==> config.mk <==
export PLATFORM = sky130hd
export DESIGN_NAME = median_spike_reject_smoother_flat
export DESIGN_NICKNAME = d
export VERILOG_FILES = /design/src/rtl/msrs_pkg.sv /design/src/rtl/msrs_if.sv /design/src/rtl/msrs_ctrl.sv /design/src/rtl/msrs_datapath.sv /design/src/rtl/median_spike_reject_smoother.sv /design/src/flat_wrapper.sv
export VERILOG_INCLUDE_DIRS = /design/src /design/src/rtl
export SDC_FILE = /design/constraint.sdc
export NUM_CORES = 2
export LEC_CHECK = 0
export ABC_AREA = 1
export CAP_MARGIN = 15
export CELL_PAD_IN_SITES_DETAIL_PLACEMENT = 0
export CELL_PAD_IN_SITES_GLOBAL_PLACEMENT = 1
export CORE_MARGIN = 5
export CORE_UTILIZATION = 51
export DETAILED_ROUTE_END_ITERATION = 16
export DONT_BUFFER_PORTS = 1
export GPL_TIMING_DRIVEN = 0
export PLACE_DENSITY_LB_ADDON = 0.1
export RECOVER_POWER = 100
export SYNTH_ARGS = -nofsm -noshare
export SYNTH_HDL_FRONTEND = slang
export SYNTH_SLANG_ARGS = --single-unit
==> constraint.sdc <==
create_clock -name clock -period 6.33 [get_ports clock]
set_input_delay 0.9495 -clock clock [delete_from_list [all_inputs] [get_ports clock]]
set_output_delay 0.9495 -clock clock [all_outputs]
set_load 0.02 [all_outputs]
==> src/rtl/median_spike_reject_smoother_macros.svh <==
// ----------------------------------------------------------------------------
// Assertion macros for the median spike reject smoother
// Shared wrappers for concurrent checks on a clock with a synchronous reset.
// ----------------------------------------------------------------------------
`ifndef MEDIAN_SPIKE_REJECT_SMOOTHER_MACROS_SVH
`define MEDIAN_SPIKE_REJECT_SMOOTHER_MACROS_SVH

// same-cycle implication
`define MSRS_ASSERT_IMPL(label, clk, rst, ante, cons) \
   label: assert property (@(posedge clk) disable iff (rst) (ante) |-> (cons)) \
      else $error("msrs: same-cycle check failed");

// next-cycle implication
`define MSRS_ASSERT_NEXT(label, clk, rst, ante, cons) \
   label: assert property (@(posedge clk) disable iff (rst) (ante) |=> (cons)) \
      else $error("msrs: next-cycle check failed");

`endif

==> src/rtl/msrs_pkg.sv <==
// ----------------------------------------------------------------------------
// Median spike reject smoother package
// Field widths, smoothing coefficients and controller/datapath link types.
// ----------------------------------------------------------------------------
package msrs_pkg;

   localparam int LEVEL_W  = 16;
   localparam int FACTOR_W = 8;
   localparam int ACC_W    = 24;

   localparam logic [FACTOR_W-1:0] SPIKE_FACTOR_RESET = 8'd48;

   // 0.85 and 0.15 as 16-bit fractions, summing to 65536
   localparam logic [15:0] COEF_OLD = 16'd55706;
   localparam logic [15:0] COEF_NEW = 16'd9830;

   localparam int MIN_FOR_MEDIAN = 5;

   typedef struct packed {
      logic capture;
      logic push;
      logic rd_cand;
      logic latch_v;
      logic scan;
      logic next_i;
      logic decide;
      logic mul;
      logic sum;
      logic emit;
   } msrs_cmd_type;

   typedef struct packed {
      logic enough;
      logic j_last;
      logic found;
      logic rsp_free;
   } msrs_status_type;

endpackage

==> src/rtl/msrs_if.sv <==
// ----------------------------------------------------------------------------
// Median spike reject smoother channels
// Valid/ready channels for the sample item and the result item.
// ----------------------------------------------------------------------------
interface msrs_req_if;
   import msrs_pkg::*;

   logic               valid;
   logic               ready;
   logic [LEVEL_W-1:0] level_in;

   modport source (output valid, output level_in, input ready);
   modport sink   (input valid, input level_in, output ready);
endinterface

interface msrs_rsp_if;
   import msrs_pkg::*;

   logic               valid;
   logic               ready;
   logic [LEVEL_W-1:0] smoothed_level;
   logic [LEVEL_W-1:0] filtered_level;
   logic               spike_flag;

   modport source (output valid, output smoothed_level, output filtered_level,
                   output spike_flag, input ready);
   modport sink   (input valid, input smoothed_level, input filtered_level,
                   input spike_flag, output ready);
endinterface

==> src/rtl/msrs_ctrl.sv <==
// ----------------------------------------------------------------------------
// Median spike reject smoother controller
// Sequences window push, serial rank search, spike decision and smoothing.
// ----------------------------------------------------------------------------
module msrs_ctrl (
   input  logic                     clock,
   input  logic                     reset,
   input  logic                     req_valid,
   output logic                     req_ready,
   input  msrs_pkg::msrs_status_type status,
   output msrs_pkg::msrs_cmd_type    cmd
);
   import msrs_pkg::*;

   typedef enum logic [3:0] {
      ST_IDLE,
      ST_WRITE,
      ST_PICK,
      ST_LOADV,
      ST_WAITV,
      ST_SCAN,
      ST_DRAIN,
      ST_CHECK,
      ST_DECIDE,
      ST_MUL,
      ST_SUM,
      ST_OUT
   } state_type;

   state_type state_ff;
   state_type state_in;

   assign req_ready = (state_ff == ST_IDLE);

   always_comb begin
      cmd      = '0;
      state_in = state_ff;
      unique case (state_ff)
         ST_IDLE: begin
            if (req_valid) begin
               cmd.capture = 1'b1;
               state_in    = ST_WRITE;
            end
         end
         ST_WRITE: begin
            cmd.push = 1'b1;
            state_in = ST_PICK;
         end
         ST_PICK: begin
            state_in = status.enough ? ST_LOADV : ST_MUL;
         end
         ST_LOADV: begin
            cmd.rd_cand = 1'b1;
            state_in    = ST_WAITV;
         end
         ST_WAITV: begin
            cmd.latch_v = 1'b1;
            state_in    = ST_SCAN;
         end
         ST_SCAN: begin
            cmd.scan = 1'b1;
            if (status.j_last) begin
               state_in = ST_DRAIN;
            end
         end
         ST_DRAIN: begin
            state_in = ST_CHECK;
         end
         ST_CHECK: begin
            if (status.found) begin
               state_in = ST_DECIDE;
            end else begin
               cmd.next_i = 1'b1;
               state_in   = ST_LOADV;
            end
         end
         ST_DECIDE: begin
            cmd.decide = 1'b1;
            state_in   = ST_MUL;
         end
         ST_MUL: begin
            cmd.mul  = 1'b1;
            state_in = ST_SUM;
         end
         ST_SUM: begin
            cmd.sum  = 1'b1;
            state_in = ST_OUT;
         end
         ST_OUT: begin
            // hold until the output register is free
            if (status.rsp_free) begin
               cmd.emit = 1'b1;
               state_in = ST_IDLE;
            end
         end
         default: begin
            state_in = ST_IDLE;
         end
      endcase
   end

   always_ff @(posedge clock) begin
      if (reset) begin
         state_ff <= ST_IDLE;
      end else begin
         state_ff <= state_in;
      end
   end

endmodule

==> src/rtl/msrs_datapath.sv <==
// ----------------------------------------------------------------------------
// Median spike reject smoother datapath
// Window memory, rank counters, spike compare, smoothing and output register.
// ----------------------------------------------------------------------------
`include "median_spike_reject_smoother_macros.svh"

module msrs_datapath #(
   parameter int WINDOW = 16
) (
   input  logic                             clock,
   input  logic                             reset,
   input  msrs_pkg::msrs_cmd_type           cmd,
   output msrs_pkg::msrs_status_type        status,
   input  logic [msrs_pkg::LEVEL_W-1:0]     level_in,
   input  logic [msrs_pkg::FACTOR_W-1:0]    spike_factor,
   input  logic                             rsp_ready,
   output logic                             rsp_valid,
   output logic [msrs_pkg::LEVEL_W-1:0]     smoothed_level,
   output logic [msrs_pkg::LEVEL_W-1:0]     filtered_level,
   output logic                             spike_flag
);
   import msrs_pkg::*;

   localparam int IW = $clog2(WINDOW);
   localparam int CW = $clog2(WINDOW + 1);

   logic [LEVEL_W-1:0] mem [WINDOW];
   logic [LEVEL_W-1:0] rdata_ff;
   logic [LEVEL_W-1:0] sample_ff;
   logic [LEVEL_W-1:0] v_ff;
   logic [LEVEL_W-1:0] filt_ff;
   logic               flag_ff;
   logic [CW-1:0]      fill_ff;
   logic [CW-1:0]      less_ff;
   logic [CW-1:0]      le_ff;
   logic [IW-1:0]      oldest_ff;
   logic [IW-1:0]      i_ff;
   logic [IW-1:0]      j_ff;
   logic               pend_ff;
   logic [ACC_W-1:0]   acc_ff;
   logic [39:0]        p_old_ff;
   logic [31:0]        p_new_ff;
   logic               rsp_valid_ff;
   logic [LEVEL_W-1:0] smoothed_ff;
   logic [LEVEL_W-1:0] filtered_ff;
   logic               spike_ff;

   logic               full;
   logic [IW-1:0]      slot;
   logic [IW-1:0]      rd_addr;
   logic [CW-1:0]      rank_k;
   logic [CW-1:0]      fill_m1;
   logic [23:0]        thresh;
   logic [23:0]        level_x16;
   logic [40:0]        acc_sum;
   logic               rsp_free;

   assign full      = (fill_ff == CW'(WINDOW));
   // window stays packed from slot 0 until it first fills
   assign slot      = full ? oldest_ff : fill_ff[IW-1:0];
   assign rd_addr   = cmd.scan ? j_ff : i_ff;
   assign rank_k    = fill_ff >> 1;
   assign fill_m1   = fill_ff - CW'(1);
   assign thresh    = {16'd0, spike_factor} * {8'd0, v_ff};
   assign level_x16 = {4'd0, sample_ff, 4'd0};
   assign acc_sum   = {1'b0, p_old_ff} + {1'b0, p_new_ff, 8'd0};
   assign rsp_free  = !rsp_valid_ff || rsp_ready;

   assign status.enough   = (fill_ff >= CW'(MIN_FOR_MEDIAN));
   assign status.j_last   = (j_ff == fill_m1[IW-1:0]);
   assign status.found    = (less_ff <= rank_k) && (rank_k < le_ff);
   assign status.rsp_free = rsp_free;

   always_ff @(posedge clock) begin
      if (cmd.push) begin
         mem[slot] <= sample_ff;
      end
      rdata_ff <= mem[rd_addr];
   end

   // payload and scratch registers
   always_ff @(posedge clock) begin
      if (cmd.capture) begin
         sample_ff <= level_in;
      end
      if (cmd.push) begin
         filt_ff <= sample_ff;
         flag_ff <= 1'b0;
         i_ff    <= '0;
      end
      if (cmd.next_i) begin
         i_ff <= i_ff + IW'(1);
      end
      if (cmd.rd_cand) begin
         j_ff    <= '0;
         less_ff <= '0;
         le_ff   <= '0;
      end else if (pend_ff) begin
         if (rdata_ff < v_ff) begin
            less_ff <= less_ff + CW'(1);
         end
         if (rdata_ff <= v_ff) begin
            le_ff <= le_ff + CW'(1);
         end
      end
      if (cmd.scan) begin
         j_ff <= j_ff + IW'(1);
      end
      if (cmd.latch_v) begin
         v_ff <= rdata_ff;
      end
      if (cmd.decide) begin
         if ((v_ff != '0) && (level_x16 > thresh)) begin
            filt_ff <= v_ff;
            flag_ff <= 1'b1;
         end
      end
      if (cmd.mul) begin
         p_old_ff <= 40'(acc_ff) * 40'(COEF_OLD);
         p_new_ff <= 32'(filt_ff) * 32'(COEF_NEW);
      end
      if (cmd.emit) begin
         smoothed_ff <= acc_ff[ACC_W-1:ACC_W-LEVEL_W];
         filtered_ff <= filt_ff;
         spike_ff    <= flag_ff;
      end
   end

   // control state
   always_ff @(posedge clock) begin
      if (reset) begin
         fill_ff      <= '0;
         oldest_ff    <= '0;
         acc_ff       <= '0;
         pend_ff      <= 1'b0;
         rsp_valid_ff <= 1'b0;
      end else begin
         pend_ff <= cmd.scan;
         if (cmd.push) begin
            if (!full) begin
               fill_ff <= fill_ff + CW'(1);
            end else begin
               oldest_ff <= (oldest_ff == IW'(WINDOW - 1)) ? '0 : oldest_ff + IW'(1);
            end
         end
         if (cmd.sum) begin
            acc_ff <= acc_sum[39:16];
         end
         if (cmd.emit) begin
            rsp_valid_ff <= 1'b1;
         end else if (rsp_ready) begin
            rsp_valid_ff <= 1'b0;
         end
      end
   end

   assign rsp_valid      = rsp_valid_ff;
   assign smoothed_level = smoothed_ff;
   assign filtered_level = filtered_ff;
   assign spike_flag     = spike_ff;

   `MSRS_ASSERT_IMPL(a_fill_bound, clock, reset, 1'b1, fill_ff <= CW'(WINDOW))
   `MSRS_ASSERT_IMPL(a_oldest_only_full, clock, reset, oldest_ff != '0, full)
   `MSRS_ASSERT_NEXT(a_fill_grow, clock, reset, cmd.push && !full, fill_ff == $past(fill_ff) + CW'(1))
   `MSRS_ASSERT_IMPL(a_emit_free, clock, reset, cmd.emit, !rsp_valid_ff || rsp_ready)

endmodule

==> src/rtl/median_spike_reject_smoother.sv <==
// While the window holds under five samples, the rank search is skipped. Otherwise
// the rank search reads one window entry per cycle from a single memory port,
// candidate by candidate.
// One item in work at a time: a new sample is accepted only when the controller is idle.
// Reset clears fill count, oldest pointer, accumulator and sets spike_factor to 48;
// window memory is not cleared, since only written entries are ever read.
// ----------------------------------------------------------------------------
// Median spike reject smoother
// Sliding-window median spike clamp followed by exponential smoothing.
// ----------------------------------------------------------------------------
module median_spike_reject_smoother #(
   parameter int WINDOW = 16
) (
   input  logic                          clock,
   input  logic                          reset,
   msrs_req_if.sink                      req_if,
   msrs_rsp_if.source                    rsp_if,
   input  logic                          csr_wr_en,
   input  logic [msrs_pkg::FACTOR_W-1:0] csr_wr_data
);
   import msrs_pkg::*;

   logic [FACTOR_W-1:0] spike_factor_ff;
   msrs_cmd_type        cmd;
   msrs_status_type     status;

   always_ff @(posedge clock) begin
      if (reset) begin
         spike_factor_ff <= SPIKE_FACTOR_RESET;
      end else if (csr_wr_en) begin
         spike_factor_ff <= csr_wr_data;
      end
   end

   msrs_ctrl u_ctrl (
      .clock     (clock),
      .reset     (reset),
      .req_valid (req_if.valid),
      .req_ready (req_if.ready),
      .status    (status),
      .cmd       (cmd)
   );

   msrs_datapath #(
      .WINDOW (WINDOW)
   ) u_datapath (
      .clock          (clock),
      .reset          (reset),
      .cmd            (cmd),
      .status         (status),
      .level_in       (req_if.level_in),
      .spike_factor   (spike_factor_ff),
      .rsp_ready      (rsp_if.ready),
      .rsp_valid      (rsp_if.valid),
      .smoothed_level (rsp_if.smoothed_level),
      .filtered_level (rsp_if.filtered_level),
      .spike_flag     (rsp_if.spike_flag)
   );

endmodule

==> src/flat_wrapper.sv <==
// flat-port wrapper written by rule: the top's interface ports become plain ports
module median_spike_reject_smoother_flat import msrs_pkg::*;
#(
   parameter int WINDOW = 16
)
  (clock, reset, csr_wr_en, csr_wr_data, req_if_valid, req_if_level_in, req_if_ready, rsp_if_valid, rsp_if_smoothed_level, rsp_if_filtered_level, rsp_if_spike_flag, rsp_if_ready);
  msrs_req_if req_if_i ();
  msrs_rsp_if rsp_if_i ();
  input  logic clock;
  input  logic reset;
  input  logic csr_wr_en;
  input  logic [msrs_pkg::FACTOR_W-1:0] csr_wr_data;
  input wire logic [$bits(req_if_i.valid)-1:0] req_if_valid;
  input wire logic [$bits(req_if_i.level_in)-1:0] req_if_level_in;
  output wire logic [$bits(req_if_i.ready)-1:0] req_if_ready;
  output wire logic [$bits(rsp_if_i.valid)-1:0] rsp_if_valid;
  output wire logic [$bits(rsp_if_i.smoothed_level)-1:0] rsp_if_smoothed_level;
  output wire logic [$bits(rsp_if_i.filtered_level)-1:0] rsp_if_filtered_level;
  output wire logic [$bits(rsp_if_i.spike_flag)-1:0] rsp_if_spike_flag;
  input wire logic [$bits(rsp_if_i.ready)-1:0] rsp_if_ready;
  assign req_if_i.valid = req_if_valid;
  assign req_if_i.level_in = req_if_level_in;
  assign req_if_ready = req_if_i.ready;
  assign rsp_if_valid = rsp_if_i.valid;
  assign rsp_if_smoothed_level = rsp_if_i.smoothed_level;
  assign rsp_if_filtered_level = rsp_if_i.filtered_level;
  assign rsp_if_spike_flag = rsp_if_i.spike_flag;
  assign rsp_if_i.ready = rsp_if_ready;
  median_spike_reject_smoother #(.WINDOW(WINDOW)) u_core (.clock(clock), .reset(reset), .req_if(req_if_i), .rsp_if(rsp_if_i), .csr_wr_en(csr_wr_en), .csr_wr_data(csr_wr_data));
endmodule
==> results by group <==
Timing
  • Achievable Freq: 166 MHz
  • Final setup fails: 0
  • Hold slack: 0.418 ns
  • Slew margin rel.: -0.450
  • Final Hold Viols: 0
  • Worst Skew: 0.0320 ns
  • Period utilisation layout: 0.950
  • Final min period: 6.01 ns
  • Worst-Margin Slew: between 2 and 2.5 ns
  • Slew Viols, Final: 97

Setup path
  • Worst stage delay on the critical path: 0.54 ns
  • CP Capture Type: flip-flop
  • Required @ worst endpoint: 6.83 ns
  • Top Family by Delay on Critical Path: adder cells
  • CP bufs+invs: 5
  • Crit path kind: flip-flop to flip-flop
  • Setup crit start kind: flip-flop
  • CP max stage cell: fa_1
  • Crit Path Max Fanout: 10
  • Most common cell on crit path: nand2_1
  • Critical Path AT: 6.51 ns

Placement
  • Placed cell area: 38,200 sq um
  • DP Wirelength: between 70 and 80 mm
  • Port Buffer Count: 0
  • Placer Congestion: about 0.9

Finish
  • Area of the multi-input gates: about 19,000 sq um
  • Nets: around 4,700
  • Antenna Cells: 0
  • Commonest non-fill, non-tap cell in the layout: inv_1
  • Post-route cell area: a little under 40,000 sq um
  • Most frequent cells in the layout: inv_1 (903), nand2_1 (719), edfxtp_1 (389)
  • Fill cell count: 6,586
  • Register area: 13,500 sq um
  • Share of cells above drive strength 1: 0.0469
  • Layout area overhead: 8.27%

CTS
  • CTS tree: yes
  • CTS Buffer Depth: 3
  • Worst skew pair latency: 0.63 ns
  • H-tree depth: 2
  • Clock buffer count from CTS: 53
  • Cts hold-fix bufs: 0
  • Worst-path clk slew: around 0.060 ns
  • # clock sinks: 479
  • Root buf cell: clkbuf_16

Floorplanning
  • Initial Util: 0.513
  • Core area: approximately 71,000 sq um
  • DIE HEIGHT: around 280 um
  • Num ports: 64
  • Die W: 278 um
  • Die area: 77,400 sq um
  • Row Count: 98

Synth
  • Syn avg cell area: 9.18 sq um
  • Seq cells post-synth: 479
  • Synth async-reset ratio: 0
  • Syn Nets: 4,669
  • Synth unique cells: 48
  • Gate Count Post-Synth: 3,998
  • Yosys warns: 0
  • Post-Syn Area: 36,700 sq um
  • Number of synthesized flops with an enable pin: 389
  • Seq/Total Area, Yosys: 0.367
  • Most used DFF post-synth: edfxtp_1

Pwr
  • PwrDens: 473 nW/um^2
  • VDD IR max: 0.888 mV
  • Pleak: between 0.015 and 0.02 uW

Status
  • Outcome: finished with violations
  • Violated checks: capacitance limit, slew limit

GRT
  • Total GRT Usage: 0.248
  • Met2 Use GR: 0.418
  • First-pass GRT wire length: 149 mm
  • Initial antenna violation count: 0
  • Remaining Overflow, GRT: 0
  • Vias in the first global route: between 20,000 and 30,000
  • Met1 Usage GRT: 0.344
  • Met3 Use GR: 0.0335
  • Busiest grt layer: met2
  • Pin count of the biggest net entering global routing: 36

Route
  • DR WL/cell: 19.1 um
  • Drt drc: 0
  • TritonRoute pass-1 iters: 5
  • Drt total wl: around 97 mm
  • Post-route ant nets: 0
  • DR vias/cell: slightly above 5
  • Vias: 26,200
  • Drt initial violations: 1,984

Worst hold path
  • Class of the worst hold path: primary input to flip-flop

Run
  • Max capacitance violation total: 4
## cell type report
| class | instances | share of cell area |
|---|---|---|
| Inverter | 908 | 0.0858 |
| Buffer | 91 | 0.0152 |
| Clock inverter | 23 | 0.00686 |
| Timing Repair Buffer | 27 | 0.00312 |
| Clock buffer | 72 | 0.0360 |
| Multi-Input combinational cell | 2513 | 0.484 |
| Sequential cell | 479 | 0.340 |
| Tap cell | 950 | 0.0299 |
## flip-flops by register name, summed over array words and instances (netlist names), 16 cells and up
register and count:
u_core.u_datapath.filtered_level 16, u_core.u_datapath.sample_ff 16, u_core.u_datapath.filt_ff 16, u_core.u_datapath.p_old_ff 31, u_core.u_datapath.p_new_ff 29, u_core.u_datapath.acc_ff 24
u_core.u_datapath.rdata_ff 16, u_core.u_datapath.v_ff 16, u_core.u_datapath.smoothed_level 16, u_core.u_datapath.mem 256
## final timing paths
path | start | endpoint | slack, ns | cells after the start
hold reg to reg | u_core.u_datapath.rdata_ff[0]$_DFF_P_ | u_core.u_datapath.v_ff[0]$_DFFE_PP_ | 0.43 | 0
setup reg to reg | u_core.spike_factor_ff[4]$_SDFFE_PP1P_ | u_core.u_datapath.filt_ff[11]$_DFF_P_ | 0.32 | 29
setup / recovery | u_core.spike_factor_ff[4]$_SDFFE_PP1P_ | u_core.u_datapath.filt_ff[11]$_DFF_P_ | 0.32 | 29
hold / removal | req_if_level_in[2] | u_core.u_datapath.sample_ff[2]$_DFFE_PP_ | 0.42 | 0
## per-stage QoR
step | TNS, ns | utilization | instances | total power (uW) | worst slack [ns]
after floorplan | 0 | - | 3998 | 13100 | 0.673
after global placement | -9.95 | 0.530 | 4948 | 15900 | -0.646
after detailed placement | -9.64 | 0.535 | 4969 | 15900 | -0.632
after CTS | 0 | 0.559 | 5057 | 19100 | 0.0311
after global routing | -0.000564 | 0.556 | 5063 | 20700 | -0.000564
final | 0 | 0.556 | 5063 | 18800 | 0.319
## timing repair
action                                 4_1_cts  5_1_grt
setup buffers                                0        6
pin swaps                                    0        3
setup endpoints to repair                   17       17
gates cloned                                 0        0
endpoints found under the hold margin        0        0
gates resized for setup                     20       23
## cell families after synthesis
logic type               after synthesis  synth area share
AO/OA/AOI/OAI                        513            0.0792
buffers and inverters               1006             0.109
adder cells (fa/ha/maj)              642             0.277
AND/OR/NAND/NOR                     1270             0.147
XOR/XNOR                              88            0.0210
flip-flops                           479             0.367
## worst register-to-register path, delay by kind of cell (launching register included)
family                   cells  cell delay, ns
XOR/XNOR                     1            0.25
AND/OR/NAND/NOR             14            1.42
AO/OA/AOI/OAI                3            0.55
adder cells (fa/ha/maj)      6            2.65
flip-flops                   1            0.42
buffers and inverters        5            0.59
## layer usage
| layer | vias to the layer above | wire length (um) | share of wire |
|---|---|---|---|
| li1 | 13000 | - | - |
| met1 | 12600 | 42900 | 0.44 |
| met2 | 571 | 46100 | 0.48 |
| met3 | 133 | 5010 | 0.052 |
| met4 | 0 | 2510 | 0.026 |
| met5 | - | 0 | 0 |
## synthesized netlist by cell type, drive strengths merged, types with 2 or more instances
cell type,n,area [sq um]
a21boi,8,60.1
nor3,23,115
nand4,44,288
clkbuf,43,241
xor2,60,526
nor4,5,31.3
a21o,16,120
o211ai,68,510
dfxtp,90,1800
fa,283,5670
o21bai,17,128
a21oi,213,1070
nor2,258,1060
nand2,727,2760
and3,2,12.5
o221ai,2,17.5
o21ai,169,857
ha,359,4490
o21a,8,60.1
and2,3,18.8
a31oi,5,31.3
nand3,198,1030
xnor2,28,245
inv,908,3410
nor3b,8,60.1
buf,55,345
a211oi,5,37.5
edfxtp,389,11700
## power by group
part           switching [uW]  internal, uW
clock                    1300          1720
sequential                230          4150
combinational            7050          4330
total                    8590         10200
No activity file was read; power rests on OpenSTA's default activity.
